===== src/sv/x86af_pkg.sv =====
// Shared types and constants for the x86 ALU flag unit.
`default_nettype none

package x86af_pkg;

    localparam int unsigned PORT_W = 32;

    typedef enum logic [2:0] {
        CMD_ADD  = 3'd0,
        CMD_CMP  = 3'd1,
        CMD_INC  = 3'd2,
        CMD_DEC  = 3'd3,
        CMD_MUL  = 3'd4,
        CMD_IMUL = 3'd5
    } cmd_t;

    // bit 0 CF, bit 1 ZF, bit 2 SF, bit 3 OF, bit 4 AF, bit 5 PF
    typedef struct packed {
        logic pf;
        logic af;
        logic of;
        logic sf;
        logic zf;
        logic cf;
    } flags_t;

    typedef struct packed {
        logic [PORT_W-1:0] value_lo;
        logic [PORT_W-1:0] value_hi;
        logic              written;
        flags_t            flags;
    } alu_res_t;

endpackage

`default_nettype wire


===== src/sv/x86af_alu.sv =====
// Combinational datapath: add, compare, inc, dec, mul and imul with flag update.
`default_nettype none

module x86af_alu
    import x86af_pkg::*;
#(
    parameter int unsigned DATA_WIDTH = 32
) (
    input  wire logic [2:0]        command,
    input  wire logic [PORT_W-1:0] operand_a,
    input  wire logic [PORT_W-1:0] operand_b,
    input  wire flags_t            flags_in,
    output alu_res_t               res
);

    localparam int unsigned DW = DATA_WIDTH;
    localparam logic [DW-1:0] MAX_POS = {1'b0, {(DW-1){1'b1}}};
    localparam logic [DW-1:0] MIN_NEG = {1'b1, {(DW-1){1'b0}}};

    logic [DW-1:0]          a;
    logic [DW-1:0]          b;
    logic [DW:0]            sum;
    logic [DW:0]            diff;
    logic [DW-1:0]          inc_val;
    logic [DW-1:0]          dec_val;
    logic                   mul_signed;
    logic [DW:0]            ax;
    logic [DW:0]            bx;
    logic signed [2*DW+1:0] prod;
    logic [DW-1:0]          prod_lo;
    logic [DW-1:0]          prod_hi;
    logic                   imul_fits;
    logic [DW-1:0]          lo;
    logic [DW-1:0]          hi;
    logic                   wr;
    flags_t                 f;

    assign a       = operand_a[DW-1:0];
    assign b       = operand_b[DW-1:0];
    assign sum     = {1'b0, a} + {1'b0, b};
    assign diff    = {1'b0, a} - {1'b0, b};
    assign inc_val = a + DW'(1);
    assign dec_val = a - DW'(1);

    // One signed multiplier one bit wider serves both mul and imul.
    assign mul_signed = (command == CMD_IMUL);
    assign ax         = {mul_signed & a[DW-1], a};
    assign bx         = {mul_signed & b[DW-1], b};
    assign prod       = $signed(ax) * $signed(bx);
    assign prod_lo    = prod[DW-1:0];
    assign prod_hi    = prod[2*DW-1:DW];
    assign imul_fits  = prod_lo[DW-1] ? (prod_hi == {DW{1'b1}}) : (prod_hi == '0);

    always_comb begin
        lo = '0;
        hi = '0;
        wr = 1'b0;
        f  = flags_in;
        unique case (cmd_t'(command))
            CMD_ADD: begin
                lo   = sum[DW-1:0];
                wr   = 1'b1;
                f.zf = (sum[DW-1:0] == '0);
                f.sf = sum[DW-1];
                f.cf = sum[DW];
            end
            CMD_CMP: begin
                f.zf = (diff[DW-1:0] == '0);
                f.sf = diff[DW-1];
                f.pf = ~^diff[7:0];
                f.cf = diff[DW];
                f.of = (a[DW-1] != b[DW-1]) && (a[DW-1] != diff[DW-1]);
                f.af = (a[3:0] < b[3:0]);
            end
            CMD_INC: begin
                lo   = inc_val;
                wr   = 1'b1;
                f.zf = (inc_val == '0);
                f.sf = inc_val[DW-1];
                f.pf = ~^inc_val[7:0];
                f.of = (a == MAX_POS);
                f.af = (a[3:0] == 4'hF);
            end
            CMD_DEC: begin
                lo   = dec_val;
                wr   = 1'b1;
                f.zf = (dec_val == '0);
                f.sf = dec_val[DW-1];
                f.pf = ~^dec_val[7:0];
                f.of = (a == MIN_NEG);
                f.af = (a[3:0] == 4'h0);
            end
            CMD_MUL: begin
                lo   = prod_lo;
                hi   = prod_hi;
                wr   = 1'b1;
                f.cf = (prod_hi != '0);
                f.of = (prod_hi != '0);
            end
            CMD_IMUL: begin
                lo   = prod_lo;
                hi   = prod_hi;
                wr   = 1'b1;
                f.cf = ~imul_fits;
                f.of = ~imul_fits;
            end
            default: begin
                // unused codes: hold the flags, write nothing
                lo = '0;
            end
        endcase
    end

    assign res.value_lo = PORT_W'(lo);
    assign res.value_hi = PORT_W'(hi);
    assign res.written  = wr;
    assign res.flags    = f;

endmodule

`default_nettype wire


===== src/sv/x86_alu_flag_unit_top.sv =====
// Top level of the x86 ALU flag unit: input register, datapath, result register.
//
//  channel | direction | handshake            | payload
//  s_      | in        | s_valid / s_ready    | command, operand_a, operand_b
//  m_      | out       | m_valid / m_ready    | value_lo/hi, result_written, six flags
//
// One beat per cycle while m_ready stays high; a beat passes the input register, then
// the result register, before m_valid rises. The input register holds the beat, the
// datapath (add, subtract, inc, dec and one 33x33 multiply) forms the result and the
// next flags, which load the result register and the flag register together. Reset empties both
// stages and clears all six flags. A stall on m_ready holds the result and the flags;
// one more beat is still taken into the input register.
`default_nettype none

module x86_alu_flag_unit_top
    import x86af_pkg::*;
#(
    parameter int unsigned DATA_WIDTH = 32
) (
    input  wire logic              aclk,
    input  wire logic              aresetn,
    input  wire logic              s_valid,
    output logic                   s_ready,
    input  wire logic [2:0]        s_command,
    input  wire logic [PORT_W-1:0] s_operand_a,
    input  wire logic [PORT_W-1:0] s_operand_b,
    output logic                   m_valid,
    input  wire logic              m_ready,
    output logic [PORT_W-1:0]      m_value_lo,
    output logic [PORT_W-1:0]      m_value_hi,
    output logic                   m_result_written,
    output logic                   m_carry_flag,
    output logic                   m_zero_flag,
    output logic                   m_sign_flag,
    output logic                   m_overflow_flag,
    output logic                   m_adjust_flag,
    output logic                   m_parity_flag
);

    logic              in_valid_reg;
    logic [2:0]        in_cmd_reg;
    logic [PORT_W-1:0] in_a_reg;
    logic [PORT_W-1:0] in_b_reg;
    logic              out_valid_reg;
    alu_res_t          out_reg;
    flags_t            flags_reg;
    alu_res_t          alu_res;
    logic              out_free;
    logic              advance;
    logic              s_fire;

    assign out_free = ~out_valid_reg | m_ready;
    assign advance  = in_valid_reg & out_free;
    assign s_ready  = ~in_valid_reg | out_free;
    assign s_fire   = s_valid & s_ready;

    x86af_alu #(
        .DATA_WIDTH(DATA_WIDTH)
    ) u_alu (
        .command  (in_cmd_reg),
        .operand_a(in_a_reg),
        .operand_b(in_b_reg),
        .flags_in (flags_reg),
        .res      (alu_res)
    );

    always_ff @(posedge aclk) begin
        if (!aresetn) begin
            in_valid_reg  <= 1'b0;
            out_valid_reg <= 1'b0;
            flags_reg     <= '0;
        end else begin
            if (s_ready) begin
                in_valid_reg <= s_valid;
            end
            if (out_free) begin
                out_valid_reg <= in_valid_reg;
            end
            if (advance) begin
                flags_reg <= alu_res.flags;
            end
        end
    end

    always_ff @(posedge aclk) begin
        if (s_fire) begin
            in_cmd_reg <= s_command;
            in_a_reg   <= s_operand_a;
            in_b_reg   <= s_operand_b;
        end
        if (advance) begin
            out_reg <= alu_res;
        end
    end

    assign m_valid          = out_valid_reg;
    assign m_value_lo       = out_reg.value_lo;
    assign m_value_hi       = out_reg.value_hi;
    assign m_result_written = out_reg.written;
    assign m_carry_flag     = out_reg.flags.cf;
    assign m_zero_flag      = out_reg.flags.zf;
    assign m_sign_flag      = out_reg.flags.sf;
    assign m_overflow_flag  = out_reg.flags.of;
    assign m_adjust_flag    = out_reg.flags.af;
    assign m_parity_flag    = out_reg.flags.pf;

`ifndef SYNTHESIS
    // Reset empties the pipe and clears the flags.
    a_reset_clears: assert property (@(posedge aclk)
        !aresetn |=> (!in_valid_reg && !out_valid_reg && flags_reg == '0))
        else $error("reset did not clear pipe and flags");

    // Flags move only when a beat passes into the result register.
    a_flags_hold: assert property (@(posedge aclk) disable iff (!aresetn)
        !advance |=> $stable(flags_reg))
        else $error("flags changed without a beat advancing");

    // A shown result always carries the current flag state.
    a_flags_match: assert property (@(posedge aclk) disable iff (!aresetn)
        out_valid_reg |-> (out_reg.flags == flags_reg))
        else $error("result flags differ from flag register");

    // No destination write means zero result fields.
    a_no_write_zero: assert property (@(posedge aclk) disable iff (!aresetn)
        (out_valid_reg && !out_reg.written) |->
            (out_reg.value_lo == '0 && out_reg.value_hi == '0))
        else $error("result fields nonzero without a write");
`endif

endmodule

`default_nettype wire

===== config.mk =====
export PLATFORM = sky130hd
export DESIGN_NAME = x86_alu_flag_unit_top
export DESIGN_NICKNAME = d
export VERILOG_FILES = /design/src/sv/x86af_pkg.sv /design/src/sv/x86af_alu.sv /design/src/sv/x86_alu_flag_unit_top.sv
export SDC_FILE = /design/constraint.sdc
export NUM_CORES = 2
export LEC_CHECK = 0
export BUFFER_PORTS_ARGS = -buffer_cell sky130_fd_sc_hd__buf_2
export CORE_ASPECT_RATIO = 1.25
export CORE_MARGIN = 10
export CORE_UTILIZATION = 40
export DETAILED_ROUTE_END_ITERATION = 8
export GPL_TIMING_DRIVEN = 0
export SETUP_SLACK_MARGIN = 0.3
export SLEW_MARGIN = 10
export SYNTH_ARGS = -nofsm -noshare
export SYNTH_HDL_FRONTEND = slang
export SYNTH_SLANG_ARGS = --single-unit
export TNS_END_PERCENT = 5

===== constraint.sdc =====
create_clock -name aclk -period 8.8 [get_ports aclk]
set_input_delay 1.32 -clock aclk [delete_from_list [all_inputs] [get_ports aclk]]
set_output_delay 1.32 -clock aclk [all_outputs]
set_load 0.03 [all_outputs]

; ---- After elaboration in Yosys (flattened, before gate mapping)
; Index checks and enable logic that the tools add are counted.
[op_classes]
div = 0
bitwise = 9
n_reduce_logical = 14
multipliers = 1
mux = 7
shift = 0
n_addsub = 4
eq_ne = 11
order_cmp = 1
[op_table]
columns = op, n
row1 = $logic_not 32->1, 5
row2 = $pmux 32 s4, 1
row3 = $eq 32x32->1 const B, 2
row4 = $mul 33x33->64, 1
row5 = $add 32x32->33, 1
row6 = $sub 32x32->33, 1
row7 = $add 32x1->32 const B, 1
row8 = $eq 32x31->1 const B, 1
row9 = $reduce_bool 32->1, 1
row10 = $sub 32x1->32 const B, 1
row11 = $reduce_xnor 8->1, 3
row12 = $pmux 2 s4, 1
row13 = $eq 3x2->1 const B, 2
row14 = $eq 3x3->1 const B, 2
row15 = $pmux 2 s3, 1
row16 = $pmux 1 s5, 1
row17 = $reduce_or 5->1, 1
row18 = $and 1x1->1, 4
row19 = $eq 4x4->1 const B, 1
row20 = $logic_not 4->1, 1
row21 = $lt 4x4->1, 1
row22 = $pmux 1 s4, 1
row23 = $eq 3x1->1 const B, 1
row24 = $logic_not 3->1, 1
row25 = 6 further kinds, 11
[totals]
romBits = 0
in_bits = 71
reg_bits = 146
output_inout_bits = 73
memories = 0
latch_bits = 0
wordCells = 67
mem_bits_rw = 0

; ---- Depth between registers and ports, before layout
[depth]
ltp_word = 7
mapped_depth = 35

; ---- Cells and area by module
; Synthesis repeated with hierarchy kept, for this count alone.
[unflattened]
cells_unflattened = 5567
hier_area_um2 = 49695.2
[modules_own_cells]
columns = module, cells_each, instances, area_per_inst_um2
row1 = x86af_alu, 5394, 1, 45218.4
row2 = x86_alu_flag_unit_top, 173, 1, 4476.8

; ---- Worst setup path before layout
; No wires, ideal clock.
[synth_timing]
path_type = reg2reg
from = register in_cmd_reg[0]
to = register out_reg (netlist bit m_carry_flag) (data pin)
required_time_ns = 8.521
period_less_slack_ns = 9.250
setup_time_ns = 0.279
arrival_time_ns = 8.971
path_stages_with_launch = 33
n_path_buf = 3
slack_ns = -0.450
path_cell_list = edfxtp_1 clkbuf_1 nor2b_1 and3_1 clkbuf_1 nand2_1 inv_1 fa_1 inv_1 fa_1 fa_1 inv_1 fa_1 inv_1 fa_1 fa_1 fa_1 fa_1 inv_1 ha_1 clkbuf_1 a21o_1 a21o_1 a21o_1 o21bai_1 a221oi_1 a21oi_1 nand4bb_1 nor4b_1 nand4_1 o41a_1 o31ai_1 a41oi_1
[synth_rtl]
columns = element, line_no
row1 = "start, declared", x86_alu_flag_unit_top.sv:41  ; logic [2:0] in_cmd_reg;
row2 = "start signal, assigned", x86_alu_flag_unit_top.sv:87  ; in_cmd_reg <= s_command;
row3 = "end signal, assigned", x86_alu_flag_unit_top.sv:92  ; out_reg <= alu_res;
row4 = "end, declared", x86_alu_flag_unit_top.sv:45  ; alu_res_t out_reg;

==> results.sh <==
export IMPL_status="finished, violations left"
export IMPL_violations="negative setup slack"
export IMPL_slew_viol_final=0
export IMPL_synth_fp_nets=7089
export IMPL_synth_edff_count=138
export IMPL_clockBufferDepth=2
export IMPL_synthTopCellsByArea="fa_1, inv_1, edfxtp_1"
export IMPL_crit_type="register to register"
export IMPL_synth_common_cells="inv_1, fa_1, nand2_1"
export IMPL_final_util_pct=45.38
export IMPL_ant_nets=0
export IMPL_crit_fanout=12
export IMPL_syn_area_um2=49960
export IMPL_via_per_inst=5.590
export IMPL_yosysTopAreaCell="fa_1"
export IMPL_finalCriticalPeriod_ps=9738
export IMPL_maxCapViolCount=0
export IMPL_crit_arrival_ps=9950
export IMPL_overflow=0
export IMPL_min_path_type="register to register"
export IMPL_insertion_delay_ps=500
export IMPL_crit_required_ps=9010
export IMPL_clock_sinks=146
export IMPL_start_util_pct=40.42
export IMPL_synth_avg_cell_area_um2=8.921
export IMPL_critPathMaxStageDelay_ps=630
export IMPL_routed_wl_um=214400
export IMPL_fin_ws_ps=-938.1
export IMPL_setup_viol_count_final=5
export IMPL_fp_dieArea_um2=139500
export IMPL_maxSlewHeadroom_pct=15.45
export IMPL_area_growth_pct=12.28
export IMPL_ys_flop_type="edfxtp_1"
export IMPL_io_buffers=143
export IMPL_endpoint="m_carry_flag"
export IMPL_slowest_stage="fa_2"
export IMPL_r2r_slack_ps=-940
export IMPL_drtIter0Drc=3498
export IMPL_hold_violations=0
export IMPL_grt_pass1_vias=44860
export IMPL_period_share_pct=110.7
export IMPL_cp_common_cell="fa_1"
export IMPL_grt_pass1_wl_um=311600
export IMPL_end_kind="register"
export IMPL_grt_usage_pct=31.04
export IMPL_fp_dieW_um=336.1
export IMPL_dieHeight_um=415.1
export IMPL_drive_above_1_share_pct=12.08
export IMPL_rows=144
export IMPL_yosysTopAreaCellShare_pct=45.16
export IMPL_dpl_hpwl_um=181100
export IMPL_r2r_cells=29
export IMPL_yosys_warnings=0
export IMPL_r2r_end="m_carry_flag"
export IMPL_ioPinCount=144
export IMPL_gp_congestion=1.043
export IMPL_yosysSeqAreaShare_pct=8.615
export IMPL_regToRegStartpoint="in_b_reg[18]"
export IMPL_start_kind="register"
export IMPL_max_freq_mhz=102.7
export IMPL_synth_most_common_cell="inv_1"
export IMPL_antenna_found_initial=9
export IMPL_grt_max_degree=50
export IMPL_wl_per_cell_um=28.58
export IMPL_vias=41940
export IMPL_startpoint="in_b_reg[18]"
export IMPL_skew_ps=29.19
export IMPL_synth_async_reset_ratio_pct=0
export IMPL_ys_types=91
export IMPL_tightestPinTransition_ps=1268
export IMPL_syn_instance_count=5600
export IMPL_nNetsFinal=7363
export IMPL_clk_pin_slew_ps=70
export IMPL_cts_made_buffers=17
export IMPL_drc_errors=0
export IMPL_clockRootBuffer="clkbuf_16"
export IMPL_coreArea_um2=123600
export IMPL_place_ws_ps=-3856
export IMPL_h_tree_depth=4
export IMPL_first_pass_iters=7
export IMPL_synth_seq_cells=146
export IMPL_cts_tree="done"
export IMPL_rsz0062_at_grt="true"
[critical path, delay by kind of cell (launching register included)]
family / cells / cell delay [ps]
AO/OA/AOI/OAI: 7 / 1840
AND/OR/NAND/NOR: 6 / 1370
flip-flops: 1 / 620
buffers and inverters: 7 / 1730
adder cells (fa/ha/maj): 9 / 3800
[stage by stage]
stage          instance area (um^2)  hold WS, ps  setup TNS, ps  cells
4_1_cts                       55890        528.2          -2370   7483
3_5_place_dp                  53040        513.7         -67640   7353
3_3_place_gp                  52940        497.6         -70910   7349
6_report                      56090        524.1          -3327   7502
5_1_grt                       56070        556.2          -4015   7493
2_1_floorplan                 50220        483.3              0   5600
[worst min-delay path by stage]
| stage | slack (ps) | end | cells after the start | startpoint |
|---|---|---|---|---|
| after floorplan | 480 | flags_reg[5] | 2 | flags_reg[5] |
| after global placement | 500 | flags_reg[5] | 2 | flags_reg[5] |
| after detailed placement | 510 | m_valid | 1 | in_valid_reg |
| after CTS | 530 | flags_reg[5] | 2 | flags_reg[5] |
| after global routing | 560 | m_valid | 1 | in_valid_reg |
| final | 520 | flags_reg[5] | 2 | flags_reg[5] |
[placed cells by master, fill, tap and decap left out, types with 102 or more instances in the layout]
cell and n:
xnor2_1 116, a21oi_1 156, ha_1 279, buf_4 121, o21ai_0 102, and2_1 293, inv_1 1192, buf_2 165
fa_1 1107, edfxtp_1 138, nand2_1 825, nor2_1 272
[routing by layer]
metal / wire, um / share of wire [%] / global-route usage (%)
met1: 75770 / 35 / 35.46
met2: 99700 / 47 / 50.18
met3: 16370 / 7.6 / 5.703
met4: 22540 / 11 / 25.80
met5: 11 / 0.0051 / 0
[area by class of cell]
class | count | area, um^2
Fill cell | 12110 | 67500
Inverter | 1215 | 4606
Sequential cell | 146 | 4304
Antenna cell | 9 | 22.52
Buffer | 309 | 2122
Tap cell | 1606 | 2009
Clock buffer | 17 | 425.4
Timing Repair Buffer | 255 | 1842
Clock inverter | 15 | 183.9
Multi-Input combinational cell | 3930 | 40580
[logic make-up after synthesis]
kind of cell,synth area share (%)
fa+ha+maj,52.45
compound gates,7.809
flops,8.615
simple gates,16.19
buf+inv,11.67
xor+xnor,2.893
mux,0.3832
[repair_timing]
item / in CTS / in global routing
resized for setup: 525 / 59
hold buffers: 0 / 0
pin swaps: 33 / 10
setup endpoints to repair: 50 / 31
setup buffers: 98 / 10
Power is not shown: default switching activity piles up to over one toggle a cycle in this logic, so the estimate is an artifact.
